`src/rtl/rme_div.sv`:
```
// Signed 32-bit divider, one quotient bit per cycle, truncating.
module rme_div (
  input  logic        clk,
  input  logic        rst_n,
  input  logic        start,
  input  logic [31:0] dividend,
  input  logic [31:0] divisor,
  output logic        done,
  output logic [31:0] quotient
);
  logic        busy_r;
  logic        done_r;
  logic [5:0]  cnt_r;
  logic [31:0] rem_r;
  logic [31:0] quo_r;
  logic [31:0] mb_r;
  logic        neg_r;
  logic [32:0] trial;
  logic        fits;

  assign trial    = {rem_r, quo_r[31]};
  assign fits     = trial >= {1'b0, mb_r};
  assign done     = done_r;
  assign quotient = neg_r ? (32'd0 - quo_r) : quo_r;

  always_ff @(posedge clk) begin
    if (!rst_n) begin
      busy_r <= 1'b0;
      done_r <= 1'b0;
      cnt_r  <= '0;
    end else begin
      done_r <= 1'b0;
      if (start) begin
        busy_r <= 1'b1;
        cnt_r  <= '0;
      end else if (busy_r) begin
        cnt_r <= cnt_r + 1'b1;
        if (cnt_r == 6'd31) begin
          busy_r <= 1'b0;
          done_r <= 1'b1;
        end
      end
    end
  end

  always_ff @(posedge clk) begin
    if (start) begin
      quo_r <= dividend[31] ? (32'd0 - dividend) : dividend;
      mb_r  <= divisor[31] ? (32'd0 - divisor) : divisor;
      neg_r <= dividend[31] ^ divisor[31];
      rem_r <= '0;
    end else if (busy_r) begin
      rem_r <= fits ? 32'(trial - {1'b0, mb_r}) : trial[31:0];
      quo_r <= {quo_r[30:0], fits};
    end
  end
endmodule

```
`config.mk`:
```
export PLATFORM = sky130hd
export DESIGN_NAME = rme_div
export DESIGN_NICKNAME = d
export VERILOG_FILES = /design/src/rtl/rme_div.sv
export SDC_FILE = /design/constraint.sdc
export NUM_CORES = 1
export LEC_CHECK = 0
export BUFFER_PORTS_ARGS = -buffer_cell sky130_fd_sc_hd__buf_2
export CAP_MARGIN = 0
export CORE_MARGIN = 2
export CORE_UTILIZATION = 59
export CTS_CLUSTER_SIZE = 40
export DETAILED_ROUTE_END_ITERATION = 10
export PLACE_DENSITY = 0.81
export SKIP_LAST_GASP = 1
export SLEW_MARGIN = 20
export SYNTH_ARGS = -nofsm -noshare
export SYNTH_HDL_FRONTEND = slang
export SYNTH_SLANG_ARGS = --single-unit
export TNS_END_PERCENT = 1
```
`constraint.sdc`:
```
create_clock -name clk -period 5.3 [get_ports clk]
set_input_delay 1.59 -clock clk [delete_from_list [all_inputs] [get_ports clk]]
set_output_delay 1.59 -clock clk [all_outputs]
set_load 0.005 [all_outputs]
```
==> flow_summary.ini <==
[grt]
grt.met3_usage_pct = 4.63
groute.layer.met1.usage_pct = 32.5
antenna_found_initial = 0
grt_pass1_vias = 6129
globalRouteMet2Util_pct = 40.6
first_pass_grt_wire_length_um = 28400
grt_most_used_layer = met2
maximum_number_of_pins_on_one_net_before_global_route_repair = 69
grt_overflow_total = 0
grt_util_all_layers_pct = 24.4

[critical_path]
worst_setup_path_end_kind = flop
reg2reg_setup_slack_ns = 1.52
timing.rr.end = rem_r[0]$_SDFFE_PP0P_
rr_startpoint = mb_r[17]$_DFFE_PP_
crit_path_max_fanout = 4
worst-r2r-cell-count = 11
arrival_time_reported_for_the_critical_path_endpoint_ns = 4.83
start_kind = input pin
cp_data_required_time_ns = 5.45
criticalPathCategory = in2reg

[synthesis]
postSynth.asyncResetShare_pct = 0
register_area_share_after_synthesis_pct = 35.8
post_synthesis_instance_area_um2 = 7700
synth.yosys.warnings = 0
synth.avg_cell_area_um2 = 8.66
synthesis.instances = 889
yosys_register_bits = 105
post_synth_num_cell_types = 57
synth-edff-count = 65
yosys_most_used_dff = edfxtp_1
synth.net_count = 993

[clocking]
cts_hold_repair.buffers = 0
buffer_type_at_the_clock_tree_root = clkbuf_16
cts_htree_levels = 3
clkTransAtPathRegs_ns = 0.07
post_cts.resized_instances = 0
postCtsSetupRepairBufs = 0
cts_buffer_depth = 2
tritoncts = yes
clock_sink_count = 105
tritoncts.num_buffers = 9
clkLatencyLatePin_ns = 0.36

[floorplanning]
floorplan.io_pins = 100
rows = 41
die_height_um = 118
dieWidth_um = 118
initial_utilization_pct = 60.8
core-area_um2 = 12700
die-area_um2 = 14000

[sta]
fin_crit_ns = 4.68
report.final.setup_viol = 0
finalClockSkew_ns = 0.00843
grt_setup_unrepaired = false
layout_worst_path_cycle_share_pct = 88.2
hold_fails_final_rpt = 0
worstMarginPinSlew_ns = 0.920
tns_ns = 0
max_freq_ghz = 0.214
maxSlewViolCount = 0
worst_slew_margin_rel_pct = 37.1

[cells_and_area]
antenna_cells_inserted = 0
area_delta_synth_final_pct = 12.3
fillerInstances = 1071
final_layout_size_suffix_gt1_share_pct = 13.8
layout.nets = 1068
final_design_area_no_fill_um2 = 8650

[placed_design]
place.port_buffers = 99
post-dp-hpwl_um = 12200
finalWeightedCongestion = 0.894
place_area_um2 = 8310

[route]
dr_total_vias = 6687
vias_per_cell = 5.86
detail_route.wl_per_cell_um = 14.8
detailedRoute.firstIterationViolations = 493
wl_um = 16900
drt_pre_antenna_iters = 5
drtAntennaViolNets = 0
drcViolationCount = 0

[min_path]
holdCritStartpoint = cnt_r[5]$_SDFFE_PP0P_
holdPathStages = 1
worst_hold_path_type = reg2reg
whs_endpoint = done$_SDFF_PP0_

[outcome]
status = complete, no violations

[power_and_ir_drop]
vdd.ir_drop.worst_v = 0.000212
power.density_cell_area_nw_per_um2 = 286
cellLeakagePower_nw = 3.40

[flow_run]
maxCapViolations = 0
-- synth_stat cells (all sizes together) (25+ instances only) --
| library cell | n | area share [%] |
|---|---|---|
| nand2 | 84 | 4.1 |
| nor2 | 84 | 4.1 |
| xnor2 | 73 | 8.3 |
| a21oi | 69 | 4.5 |
| edfxtp | 65 | 25 |
| o21ai | 51 | 3.3 |
| inv | 50 | 2.4 |
| dfxtp | 40 | 10 |
| xor2 | 40 | 4.6 |
| ha | 36 | 5.9 |
| clkbuf | 35 | 1.7 |
| o31ai | 25 | 2.6 |
-- flip-flops by register name, summed over array words and instances, names as in the netlist --
register / cells
mb_r: 32
quo_r: 32
rem_r: 32
cnt_r: 6
busy_r: 1
done: 1
neg_r: 1
-- cell usage in the layout (no fill, tap or decap), types with 3 or more instances in the layout --
cell,instances
buf_2,98
nor2_1,84
nand2_1,84
xnor2_1,73
a21oi_1,68
edfxtp_1,65
o21ai_0,51
inv_1,50
xor2_1,40
dfxtp_1,39
ha_1,36
o31ai_1,24
or3_1,22
nor3_1,19
mux2i_1,18
a211oi_1,17
nand3_1,14
o41ai_1,11
o21a_1,11
nand2b_1,11
a311oi_1,11
a21o_1,10
clkbuf_16,9
or4_1,8
nor2b_1,8
nand4_1,7
a31oi_1,7
o21bai_1,6
o211ai_1,6
mux2_2,4
and3_1,4
nor4_1,3
nand3b_1,3
or4_4,3
o31a_1,3
or2_2,3
buf_4,3
-- metrics by stage --
step | worst slack, ns | power [mW] | instances | hold slack [ns] | util (%)
6_report | 0.623 | 2.47 | 1141 | 0.479 | 68.3
3_5_place_dp | 0.272 | 1.76 | 1124 | 0.450 | 65.6
5_1_grt | 0.389 | 2.61 | 1141 | 0.489 | 68.3
3_3_place_gp | 0.314 | 1.74 | 1124 | 0.461 | 65.6
4_1_cts | 0.607 | 2.48 | 1140 | 0.472 | 68.0
2_1_floorplan | 0.586 | 1.55 | 889 | 0.431 | -
-- power by group --
group	internal (mW)	switching [mW]
Sequential	0.962	0.0698
Clock	0.412	0.298
Combinational	0.328	0.402
Total	1.70	0.769
-- logic make-up (layout without fill, tap and decap cells) --
group	after synthesis	in the layout	share of synthesized area (%)
flip-flops	105	105	35.8
multiplexers	22	22	2.93
AO/OA/AOI/OAI	240	240	20.2
XOR/XNOR	113	113	12.9
adder cells (fa/ha/maj)	37	37	6.11
AND/OR/NAND/NOR	283	283	17.8
buffers and inverters	89	169	4.39
-- layer usage --
metal  share of wire, %  vias to the layer above
li1                   -                     3378
met1                 47                     3100
met2                 47                      188
met3                5.0                       21
met4                1.3                        0
met5                  0                        -
-- how the worst max path moves through the flow --
stage | startpoint | endpoint
3_5_place_dp | divisor[5] | mb_r[31]$_SDFFCE_PN0P_
4_1_cts | quo_r[0]$_DFFE_PP_ | quotient[28]
2_1_floorplan | divisor[5] | mb_r[29]$_DFFE_PP_
3_3_place_gp | divisor[5] | mb_r[29]$_DFFE_PP_
5_1_grt | quo_r[0]$_DFFE_PP_ | quotient[28]
6_report | divisor[5] | mb_r[31]$_SDFFCE_PN0P_
-- layout make-up --
class                      count  area (µm²)  area share [%]
multi-input combinational    695        4620            53.4
sequential                   105        2750            31.8
timing repair buffer         103         561            6.48
clock buffer                  10         229            2.65
tap                          172         215            2.49
inverter                      50         188            2.17
clock inverter                 6        82.6           0.955
-- critical path, cell delays in order --
cell and delay [ns]:
buf_2 0.11, or4_4 0.53, or3_1 0.37, or4_4 0.47, or3_1 0.40, or4_4 0.46, nand2b_4 0.17, or3_4 0.40
nor4b_1 0.34
(Power assumes the default switching activity.)
